[src/design/fbdp_pkg.sv]
// Shared types, constants and IEEE single helpers for the bf16/fp32 dot product.
package fbdp_pkg;

    localparam int unsigned Bf16Shift = 16;
    localparam logic [31:0] CanonNan  = 32'h7FC0_0000;

    // register indexes
    localparam logic [0:0] RegDataFormat = 1'b0;

    // unpacked IEEE single operand with special-case flags
    typedef struct packed {
        logic        sign;
        logic        is_nan;
        logic        is_inf;
        logic        is_zero;
        logic signed [9:0] exp;     // unbiased, subnormals at -126
        logic [23:0] man;           // with hidden bit
    } fp_unp_t;

    // one word passed from the front to the back
    typedef struct packed {
        logic [31:0] prod;
        logic        last;
    } fbdp_word_t;

    function automatic fp_unp_t fp_unpack(input logic [31:0] b);
        fp_unp_t u;
        u.sign    = b[31];
        u.is_nan  = (b[30:23] == 8'hFF) && (b[22:0] != 23'd0);
        u.is_inf  = (b[30:23] == 8'hFF) && (b[22:0] == 23'd0);
        u.is_zero = (b[30:0] == 31'd0);
        if (b[30:23] == 8'd0) begin
            u.exp = -10'sd126;
            u.man = {1'b0, b[22:0]};
        end else begin
            u.exp = $signed({2'b00, b[30:23]}) - 10'sd127;
            u.man = {1'b1, b[22:0]};
        end
        return u;
    endfunction

    // Round a positive value m * 2^(e) where m has its leading one at bit 26 or
    // below (bits [2:0] are guard/round/sticky, binary point after bit 26),
    // normalized so m[26] is set unless the value is tiny.
    // e is the exponent of bit 26. Returns the packed single.
    function automatic logic [31:0] fp_round(input logic sign,
                                             input logic signed [10:0] e,
                                             input logic [26:0] m);
        logic [26:0] mm;
        logic signed [10:0] ee;
        logic [5:0]  sh;
        logic        st;
        logic [24:0] r;
        logic [31:0] res;
        logic        up;
        mm = m;
        ee = e;
        // denormalize below the minimum exponent
        if (ee < -11'sd126) begin
            if ((-11'sd126 - ee) > 11'sd27)
                sh = 6'd27;
            else
                sh = 6'(-11'sd126 - ee);
            st = |(mm & ((27'd1 << sh) - 27'd1));
            mm = (mm >> sh);
            mm[0] = mm[0] | st;
            ee = -11'sd126;
        end
        up = mm[2] & (mm[1] | mm[0] | mm[3]);
        r  = {1'b0, mm[26:3]} + {24'd0, up};
        if (r[24]) begin
            r  = r >> 1;
            ee = ee + 11'sd1;
        end
        if (ee > 11'sd127)
            res = {sign, 8'hFF, 23'd0};
        else if (!r[23])
            res = {sign, 8'd0, r[22:0]};
        else
            res = {sign, 8'(ee + 11'sd127), r[22:0]};
        return res;
    endfunction

endpackage

[src/design/float_bf16_dot_product_top.sv]
// Top level of the bf16/fp32 mixed-precision dot product.
// Each accepted word is a query/data element pair; the front multiplies it (two-stage
// pipeline, one word a cycle unless stalled) into a 4-entry queue, and the back adds
// products into an fp32 accumulator in arrival order. The accumulate loop steps through
// an align state and a round state per word and takes no new word until both are done.
// A result is produced only on a word with last_element set, after which the sum
// restarts at +0.0. Register 0 (address 0) bit 0 selects bf16 truncation of
// data_element; write it only while idle.
module float_bf16_dot_product_top
    import fbdp_pkg::*;
(
    input  logic        aclk,
    input  logic        aresetn,
    input  logic        psel,
    input  logic        penable,
    input  logic        pwrite,
    input  logic [1:0]  paddr,
    input  logic [31:0] pwdata,
    output logic [31:0] prdata,
    output logic        pready,
    input  logic        s_valid,
    output logic        s_ready,
    input  logic [31:0] s_query_element,
    input  logic [31:0] s_data_element,
    input  logic        s_last_element,
    output logic        m_valid,
    input  logic        m_ready,
    output logic [31:0] m_dot_product
);

    logic       data_format_reg;
    logic       f_valid;
    logic       f_ready;
    fbdp_word_t f_word;
    logic       q_valid;
    logic       q_ready;
    fbdp_word_t q_word;

    // configuration register
    assign pready = 1'b1;
    assign prdata = (paddr[1] == RegDataFormat) ? {31'd0, data_format_reg} : 32'd0;

    always_ff @(posedge aclk) begin
        if (!aresetn) begin
            data_format_reg <= 1'b0;
        end else if (psel && penable && pwrite && (paddr[1] == RegDataFormat)) begin
            data_format_reg <= pwdata[0];
        end
    end

    fbdp_front u_front (
        .aclk, .aresetn,
        .data_format (data_format_reg),
        .s_valid, .s_ready, .s_query_element, .s_data_element, .s_last_element,
        .f_valid, .f_ready, .f_word
    );

    fbdp_queue u_queue (
        .aclk, .aresetn,
        .in_valid (f_valid), .in_ready (f_ready), .in_word (f_word),
        .out_valid (q_valid), .out_ready (q_ready), .out_word (q_word)
    );

    fbdp_back u_back (
        .aclk, .aresetn,
        .q_valid, .q_ready, .q_word,
        .m_valid, .m_ready, .m_dot_product
    );

endmodule

[src/design/fbdp_front.sv]
// Front: accepts element pairs, applies the data format and forms the rounded product.
module fbdp_front
    import fbdp_pkg::*;
(
    input  logic        aclk,
    input  logic        aresetn,
    input  logic        data_format,
    input  logic        s_valid,
    output logic        s_ready,
    input  logic [31:0] s_query_element,
    input  logic [31:0] s_data_element,
    input  logic        s_last_element,
    output logic        f_valid,
    input  logic        f_ready,
    output fbdp_word_t  f_word
);

    // stage 1 registers: raw multiply
    logic        p1_valid_reg;
    logic [47:0] p1_man_reg;
    logic signed [10:0] p1_exp_reg;
    logic        p1_sign_reg;
    logic        p1_nan_reg;
    logic        p1_inf_reg;
    logic        p1_zero_reg;
    logic        p1_last_reg;

    // stage 2 output register
    logic        o_valid_reg;
    fbdp_word_t  o_word_reg;

    logic        adv1;
    logic        adv2;
    logic [31:0] d_eff;
    fp_unp_t     uq;
    fp_unp_t     ud;

    assign adv2    = !o_valid_reg || f_ready;
    assign adv1    = !p1_valid_reg || adv2;
    assign s_ready = adv1;
    assign f_valid = o_valid_reg;
    assign f_word  = o_word_reg;

    assign d_eff = data_format ? {s_data_element[31:Bf16Shift], 16'd0} : s_data_element;

    always_comb begin
        uq = fp_unpack(s_query_element);
        ud = fp_unpack(d_eff);
    end

    // stage 1: significand multiply and special-case classification
    always_ff @(posedge aclk) begin
        if (!aresetn) begin
            p1_valid_reg <= 1'b0;
        end else if (adv1) begin
            p1_valid_reg <= s_valid;
        end
        if (adv1 && s_valid) begin
            p1_man_reg  <= uq.man * ud.man;
            p1_exp_reg  <= 11'(uq.exp) + 11'(ud.exp);
            p1_sign_reg <= uq.sign ^ ud.sign;
            p1_nan_reg  <= uq.is_nan || ud.is_nan ||
                           (uq.is_inf && ud.is_zero) || (ud.is_inf && uq.is_zero);
            p1_inf_reg  <= uq.is_inf || ud.is_inf;
            p1_zero_reg <= uq.is_zero || ud.is_zero;
            p1_last_reg <= s_last_element;
        end
    end

    // stage 2: normalize and round the product
    logic [5:0]  lz;
    logic [47:0] nm;
    logic [26:0] m27;
    logic signed [10:0] ne;
    logic [31:0] prod;

    always_comb begin
        lz = 6'd47;
        for (int i = 0; i < 48; i++) begin
            if (p1_man_reg[i]) lz = 6'(47 - i);
        end
        nm  = p1_man_reg << lz;
        m27 = {nm[47:22], |nm[21:0]};
        ne  = p1_exp_reg + 11'sd1 - 11'($signed({1'b0, lz}));
        if (p1_nan_reg)
            prod = CanonNan;
        else if (p1_inf_reg)
            prod = {p1_sign_reg, 8'hFF, 23'd0};
        else if (p1_zero_reg)
            prod = {p1_sign_reg, 31'd0};
        else
            prod = fp_round(p1_sign_reg, ne, m27);
    end

    always_ff @(posedge aclk) begin
        if (!aresetn) begin
            o_valid_reg <= 1'b0;
        end else if (adv2) begin
            o_valid_reg <= p1_valid_reg;
        end
        if (adv2 && p1_valid_reg) begin
            o_word_reg.prod <= prod;
            o_word_reg.last <= p1_last_reg;
        end
    end

endmodule

[src/design/fbdp_queue.sv]
// Short queue between front and back.
module fbdp_queue
    import fbdp_pkg::*;
(
    input  logic       aclk,
    input  logic       aresetn,
    input  logic       in_valid,
    output logic       in_ready,
    input  fbdp_word_t in_word,
    output logic       out_valid,
    input  logic       out_ready,
    output fbdp_word_t out_word
);

    localparam int Depth = 4;

    fbdp_word_t mem_reg [Depth];
    logic [1:0] wr_reg;
    logic [1:0] rd_reg;
    logic [2:0] cnt_reg;
    logic       push;
    logic       pop;

    assign in_ready  = (cnt_reg != 3'(Depth));
    assign out_valid = (cnt_reg != 3'd0);
    assign out_word  = mem_reg[rd_reg];
    assign push      = in_valid && in_ready;
    assign pop       = out_valid && out_ready;

    always_ff @(posedge aclk) begin
        if (!aresetn) begin
            wr_reg  <= 2'd0;
            rd_reg  <= 2'd0;
            cnt_reg <= 3'd0;
        end else begin
            if (push) wr_reg <= wr_reg + 2'd1;
            if (pop)  rd_reg <= rd_reg + 2'd1;
            cnt_reg <= cnt_reg + {2'd0, push} - {2'd0, pop};
        end
        if (push) mem_reg[wr_reg] <= in_word;
    end

endmodule

[src/design/fbdp_back.sv]
// Back: fp32 accumulate loop (align and round states) and the result register.
module fbdp_back
    import fbdp_pkg::*;
(
    input  logic        aclk,
    input  logic        aresetn,
    input  logic        q_valid,
    output logic        q_ready,
    input  fbdp_word_t  q_word,
    output logic        m_valid,
    input  logic        m_ready,
    output logic [31:0] m_dot_product
);

    typedef enum logic {ST_ALIGN, ST_ROUND} state_t;

    state_t      state_reg;
    logic [31:0] acc_reg;
    logic        out_valid_reg;
    logic [31:0] out_data_reg;

    // aligned-add intermediate
    logic        a_sign_reg;
    logic [27:0] a_sum_reg;
    logic signed [10:0] a_exp_reg;
    logic        a_spec_reg;
    logic [31:0] a_spec_val_reg;
    logic        a_last_reg;

    fp_unp_t     ua;
    fp_unp_t     ub;
    logic        take;

    // a word is taken only in the align state, and a last word only when the result has room
    assign take    = (state_reg == ST_ALIGN) && q_valid &&
                     (!q_word.last || !out_valid_reg || m_ready);
    assign q_ready = take;
    assign m_valid = out_valid_reg;
    assign m_dot_product = out_data_reg;

    // align and add significands (27-bit with guard bits, sticky on the small one)
    logic        big_a;
    fp_unp_t     ux;
    fp_unp_t     uy;
    logic [10:0] d;
    logic [26:0] mx;
    logic [26:0] my;
    logic [26:0] mys;
    logic        sty;
    logic [27:0] sum;
    logic        sgn;
    logic        spec;
    logic [31:0] spec_val;

    always_comb begin
        ua = fp_unpack(acc_reg);
        ub = fp_unpack(q_word.prod);
        big_a = (ua.exp > ub.exp) || ((ua.exp == ub.exp) && (ua.man >= ub.man));
        ux = big_a ? ua : ub;
        uy = big_a ? ub : ua;
        d  = 11'(ux.exp - uy.exp);
        mx = {ux.man, 3'd0};
        my = {uy.man, 3'd0};
        if (d > 11'd27) begin
            mys = 27'd0;
            sty = |my;
        end else begin
            mys = my >> d[4:0];
            sty = |(my & ((27'd1 << d[4:0]) - 27'd1));
        end
        mys[0] = mys[0] | sty;
        if (ux.sign == uy.sign) begin
            sum = {1'b0, mx} + {1'b0, mys};
            sgn = ux.sign;
        end else begin
            sum = {1'b0, mx} - {1'b0, mys};
            sgn = ux.sign;
        end
        spec     = 1'b1;
        spec_val = 32'd0;
        if (ua.is_nan || ub.is_nan || (ua.is_inf && ub.is_inf && (ua.sign != ub.sign)))
            spec_val = CanonNan;
        else if (ua.is_inf)
            spec_val = acc_reg;
        else if (ub.is_inf)
            spec_val = q_word.prod;
        else if (ua.is_zero && ub.is_zero)
            spec_val = {ua.sign & ub.sign, 31'd0};
        else if (sum == 28'd0)
            spec_val = 32'd0;
        else
            spec = 1'b0;
    end

    // normalize the sum and round
    logic [4:0]  lz;
    logic [27:0] ns;
    logic [26:0] m27;
    logic signed [10:0] ne;
    logic [31:0] rsum;

    always_comb begin
        lz = 5'd27;
        for (int i = 0; i < 28; i++) begin
            if (a_sum_reg[i]) lz = 5'(27 - i);
        end
        ns  = a_sum_reg << lz;
        m27 = {ns[27:2], |ns[1:0]};
        ne  = a_exp_reg + 11'sd1 - 11'($signed({1'b0, lz}));
        if (a_spec_reg)
            rsum = a_spec_val_reg;
        else
            rsum = fp_round(a_sign_reg, ne, m27);
    end

    always_ff @(posedge aclk) begin
        if (!aresetn) begin
            state_reg     <= ST_ALIGN;
            acc_reg       <= 32'd0;
            out_valid_reg <= 1'b0;
        end else begin
            if (out_valid_reg && m_ready) out_valid_reg <= 1'b0;
            case (state_reg)
                ST_ALIGN: begin
                    if (take) begin
                        a_sign_reg     <= sgn;
                        a_sum_reg      <= sum;
                        a_exp_reg      <= 11'(ux.exp);
                        a_spec_reg     <= spec;
                        a_spec_val_reg <= spec_val;
                        a_last_reg     <= q_word.last;
                        state_reg      <= ST_ROUND;
                    end
                end
                ST_ROUND: begin
                    if (a_last_reg) begin
                        acc_reg       <= 32'd0;
                        out_valid_reg <= 1'b1;
                        out_data_reg  <= rsum;
                    end else begin
                        acc_reg <= rsum;
                    end
                    state_reg <= ST_ALIGN;
                end
                default: state_reg <= ST_ALIGN;
            endcase
        end
    end

endmodule

[config.mk]
export PLATFORM = sky130hd
export DESIGN_NAME = float_bf16_dot_product_top
export DESIGN_NICKNAME = d
export VERILOG_FILES = /design/src/design/fbdp_pkg.sv /design/src/design/float_bf16_dot_product_top.sv /design/src/design/fbdp_front.sv /design/src/design/fbdp_queue.sv /design/src/design/fbdp_back.sv
export SDC_FILE = /design/constraint.sdc
export NUM_CORES = 2
export LEC_CHECK = 0
export BUFFER_PORTS_ARGS = -buffer_cell sky130_fd_sc_hd__buf_2
export CORE_UTILIZATION = 60
export CTS_BUF_LIST = sky130_fd_sc_hd__clkbuf_16
export DETAILED_ROUTE_END_ITERATION = 12
export PLACE_DENSITY = 0.84
export SLEW_MARGIN = 20
export SYNTH_ARGS = -nofsm -noshare
export SYNTH_HDL_FRONTEND = slang
export SYNTH_HIERARCHICAL = 1
export SYNTH_SLANG_ARGS = --single-unit
[constraint.sdc]
create_clock -name aclk -period 34.5 [get_ports aclk]
set_clock_uncertainty 0.2 [all_clocks]
set_input_delay 1.725 -clock aclk [delete_from_list [all_inputs] [get_ports aclk]]
set_output_delay 1.725 -clock aclk [all_outputs]
set_load 0.02 [all_outputs]
; After elaboration in Yosys (flattened, before gate mapping)
; Memories as Yosys holds them, arrays and structs flattened. A register that Yosys moved wholly into a read port is not among the register bits.
; Cells that the tools add are included.
[op_classes]
addsub = 27
multipliers = 1
order_cmp = 9
eq_ne = 8
shift = 8
mux = 138
n_bitwise = 16
n_reduce_logical = 69
[ops]
columns = op, n
row1 = 2-to-1 mux 6 bit, 40
row2 = 2-to-1 mux 27 bit, 7
row3 = 2-to-1 mux 32 bit, 5
row4 = 2-to-1 mux 31 bit, 5
row5 = 2-to-1 mux 24 bit, 6
row6 = 2-to-1 mux 34 bit, 4
row7 = 2-to-1 mux 11 bit, 12
row8 = logical NOT 31 bit, 4
row9 = logical NOT 23 bit, 4
row10 = nonzero test 23 bit, 4
row11 = bitwise AND 27 bit, 3
row12 = OR reduction 27 bit, 3
row13 = "subtractor 27 x 1 -> 27 bit, second input constant", 3
row14 = 2-to-1 mux 5 bit, 16
row15 = 2-to-1 mux 38 bit, 2
row16 = 2-to-1 mux 4 bit, 16
row17 = "<< shifter 1 x 6 -> 27 bit, first input constant", 2
row18 = right shift 27 x 6 -> 27 bit, 2
row19 = adder 24 x 1 -> 25 bit, 2
row20 = multiplier 24 x 24 -> 48 bit, 1
row21 = << shifter 48 x 6 -> 48 bit, 1
row22 = "subtractor 8 x 7 -> 9 bit, second input constant", 4
row23 = "adder 11 x 2 -> 11 bit, second input constant", 3
row24 = "equality test 8 bit, second input constant", 4
row25 = 47 further kinds, 123
[word_totals]
regBits = 246
ramBits = 132
in_bits = 106
output_inout_bits = 67
mem_count = 1
[mem_list]
columns = name, words, width, rd, rd_ports_with_merged_regs, wr, line
row1 = u_queue.mem_reg, 4, 33, 1, 1, 1, fbdp_queue.sv:17  ; fbdp_word_t mem_reg [Depth];

; Depth between registers and ports, before layout
[depth]
depth_word = 77
mapped_depth = 54
depth_no_buf = 46

; Hierarchy
; Netlist, hierarchy kept.
[by_module_without_submodules]
columns = mod, instances, cells_per_inst, area_each_um2, seq_area_each_um2
row1 = fbdp_front, 1, 3939, 32448.6, 2952.8
row2 = fbdp_back, 1, 2672, 20056.7, 3803.6
row3 = fbdp_queue, 1, 221, 5281.3, 4144.0
row4 = float_bf16_dot_product_top, 1, 40, 315.3, 20.0

; Worst setup path before layout
; No wires, ideal clock.
[synth_timing]
path_type = register to register
from = reg with a tool-made name
to = reg u_back.a_spec_reg (data pin)
setup_ns = 0.131
arrival_time_ns = 10.894
required_ns = 34.169
slack_ns = 23.274
path_stages_with_launch = 50
synth_period_minus_slack_ns = 11.226
path_cell_list = dfxtp_1 buf_6 buf_12 mux4_2 inv_1 ha_1 or3b_2 nor2_1 nor2_1 ha_1 nand3_1 or4_1 clkbuf_2 and2_4 a211oi_4 buf_6 clkbuf_1 clkbuf_1 [... 14 more ...] nand2b_1 a21oi_1 o21bai_1 a21oi_1 o21bai_1 a21oi_1 o31a_1 o41ai_1 o31ai_1 and2_1 o41ai_1 o41ai_1 o41a_1 a221oi_1 o2111ai_1 a2111o_1 or4_1 nand2_1
[synth_rtl]
columns = element, line
row1 = to (signal assigned), fbdp_back.sv:129  ; a_spec_reg <= spec;
row2 = to (decl), fbdp_back.sv:26  ; logic a_spec_reg;

==> run_results.csv <==
group,metric,value,unit
synthesis,postSynthCellCount,6872,
synthesis,syn_area_per_cell,8.455,um^2
timing,hold_violations,0,
setup_path,worst_path_most_repeated_cell,"a21oi_1",
setup_path,crit_type,"flip-flop to flip-flop",
layout,multi_input_area,42790,um^2
timing,drv_slew,0,
routing,antenna_left,0,
timing,finalSetupViolCount,0,
floorplan,row_count,113,
placement,gp_congestion,1.059,
synthesis,synth_top_family_by_area,"adder cells",
clock_tree,clock_path_buffers,3,
floorplan,coreArea,95440,um^2
setup_path,worstPathRequired,34770,ps
grt,grt_usage,43.34,%
synthesis,synth_mux_area_share,5.545,%
grt,gr-total-overflow,0,
clock_tree,cts_hold_buf,0,
grt,grt_pass1_wl,327900,um
timing,rsz0062_at_grt,"no",
routing,drtIter0Drc,7643,
setup_path,critPathMaxFanout,80,
clock_tree,tritoncts,"yes",
clock_tree,cts_resized,0,
clock_tree,post-cts-setup-buffers,0,
setup_path,worst_setup_path_end_kind,"flip-flop",
grt,grt_start_max_net_pins,81,
synthesis,ys_ff_latch,379,
run_status,status,"finished clean",
routing,routed_wl,215600,um
layout,area_delta_synth_final,4.787,%
floorplan,die_x,313.2,um
min_path,hp-class,"flip-flop to flip-flop",
floorplan,die_h,313.2,um
synthesis,synth_edf_count,333,
synthesis,synth_adder_area_share,23.82,%
layout,layout-drive-gt1-share,9.118,%
timing,tns,0,ps
placement,place_hpwl,160000,um
layout,seq_area,10920,um^2
setup_path,critical-path-max-stage-delay,790,ps
layout,largest_reg_flops,132,
setup_path,crit_path_start_kind,"flip-flop",
grt,grt_pass1_vias,54910,
clock_tree,clock_sinks,379,
routing,drcViolationCount,0,
clock_tree,clock_latency,630,ps
timing,max-slew-margin-rel,13.09,%
placement,port_buffers,108,
timing,period_share,40.94,%
setup_path,worstPathArrival,14400,ps
routing,avgRoutedWirePerCell,26.72,um
synthesis,synth.distinct_cells,138,
timing,worst_pin_slew,1290,ps
routing,drt_pass1_iterations,8,
layout,nFillCells,7948,
floorplan,ioPinCount,173,
clock_tree,htreeDepth,2,
synthesis,ys_warn_count,6,
floorplan,dieArea,98080,um^2
synthesis,yosysSeqAreaShare,18.80,%
synthesis,synth_simple_gate_area_share,20.74,%
clock_tree,cts-buffers-inserted,44,
synthesis,synth-main-ff-cell,"edfxtp_1",
layout,final_nets,7684,
synthesis,synth_xor_area_share,3.129,%
timing,finalCriticalPeriod,14130,ps
routing,viasPerCell,6.973,
routing,vias,56270,
layout,fin_util,63.80,%
floorplan,start_util,60.88,%
clock_tree,clkTransAtPathRegs,70,ps
grt,antenna_found_initial,7,
timing,fmax,70.79,MHz
synthesis,async_flop_share,0,%
setup_path,cp_slowest_cell,"or4_1",
synthesis,syn-cell-area,58100,um^2
flow_run,drv_cap,0,
synthesis,synth_compound_area_share,19.82,%
clock_tree,cts_root_buffer,"clkbuf_16",
## per-stage QoR
stage	area, um^2	std cells	hold slack [ps]	setup slack [ps]
final	60880	8069	224.3	20370
after global routing	60870	8065	255.1	19860
after CTS	60860	8065	233.2	20760
after detailed placement	59410	7984	229.6	20840
after global placement	59410	7984	204.7	20930
after floorplan	58290	6923	200.3	23270
## layout make-up
cell class                      instances  area share [%]
Antenna cell                            4         0.01644
Clock buffer                           45           1.850
Clock inverter                         36          0.5302
Inverter                              708           4.371
Multi-Input combinational cell       5400           70.28
Sequential cell                       379           17.94
Tap cell                             1265           2.600
Timing Repair Buffer                  232           2.417
## cell usage in the layout (no fill, tap or decap), drive strengths merged, types with 42 or more instances in the layout
master,n
clkbuf,45
inv,721
o21ai,335
fa,487
xor2,62
o22ai,69
o31ai,62
mux4,55
nor4,87
nand2b,47
a31oi,54
buf,232
or4,42
a21oi,358
mux2i,146
nand4,49
conb,54
nor2b,55
and3,67
nand2,838
edfxtp,333
or3,50
a21o,42
a22oi,45
mux2,45
o211ai,76
nor2,488
a211oi,77
dfxtp,46
and2,261
xnor2,140
ha,326
or2,42
nor3,205
nand3,150
## critical path, delay by kind of cell (launching register included)
kind / cells / cell delay (ps)
AOI/OAI and AO/OA: 21 / 5800
adders and majority gates: 4 / 900
buffers and inverters: 5 / 2230
DFF: 1 / 310
muxes: 3 / 1050
and+or+nand+nor: 11 / 3380
## Yosys cell counts (all sizes together), types with 47 or more instances
| master | n | area, um^2 |
|---|---|---|
| a211oi | 77 | 705.7 |
| a21oi | 358 | 1826 |
| a31oi | 54 | 344.1 |
| and2 | 261 | 1635 |
| and3 | 67 | 419.2 |
| buf | 150 | 988.4 |
| clkbuf | 286 | 1075 |
| edfxtp | 333 | 10000 |
| fa | 487 | 9749 |
| ha | 326 | 4079 |
| inv | 704 | 2645 |
| mux2i | 146 | 1461 |
| mux4 | 55 | 1250 |
| nand2 | 838 | 3163 |
| nand2b | 47 | 294.0 |
| nand3 | 150 | 778.3 |
| nand4 | 49 | 312.8 |
| nor2 | 488 | 1847 |
| nor2b | 55 | 344.1 |
| nor3 | 205 | 1097 |
| nor4 | 87 | 665.6 |
| o211ai | 76 | 570.6 |
| o21ai | 335 | 1737 |
| o22ai | 69 | 444.2 |
| o31ai | 62 | 499.2 |
| or3 | 50 | 312.8 |
| xnor2 | 140 | 1234 |
| xor2 | 62 | 584.3 |
## worst paths after layout
check	start	end	slack, ps	cells after the start
setup / recovery	flip-flop	u_back/a_spec_reg$_SDFFCE_PP1P_	20370	44
hold / removal	u_front/p1_last_reg$_DFFE_PP_	u_front/f_word[0]$_DFFE_PP_	220	0
setup reg to reg	flip-flop	u_back/a_spec_reg$_SDFFCE_PP1P_	20370	44
hold reg to reg	u_front/p1_last_reg$_DFFE_PP_	u_front/f_word[0]$_DFFE_PP_	220	0
## kinds of logic after synthesis
group | Yosys count
other | 3
AOI/OAI and AO/OA | 1640
muxes | 246
xor gates and xnor gates | 202
adders and majority gates | 814
and+or+nand+nor | 2444
DFF | 379
buffers and inverters | 1144
## routing by layer
metal  global-route usage [%]  share of wire, %  up-vias
li1                         -                 -    24150
met1                    54.35                36    26900
met2                    67.04                44     4204
met3                    10.44                12     1014
met4                    28.02               7.8        4
met5                        0            0.0097        -
Power is not shown: default switching activity piles up to over one toggle a cycle in this logic, so the estimate is an artifact.
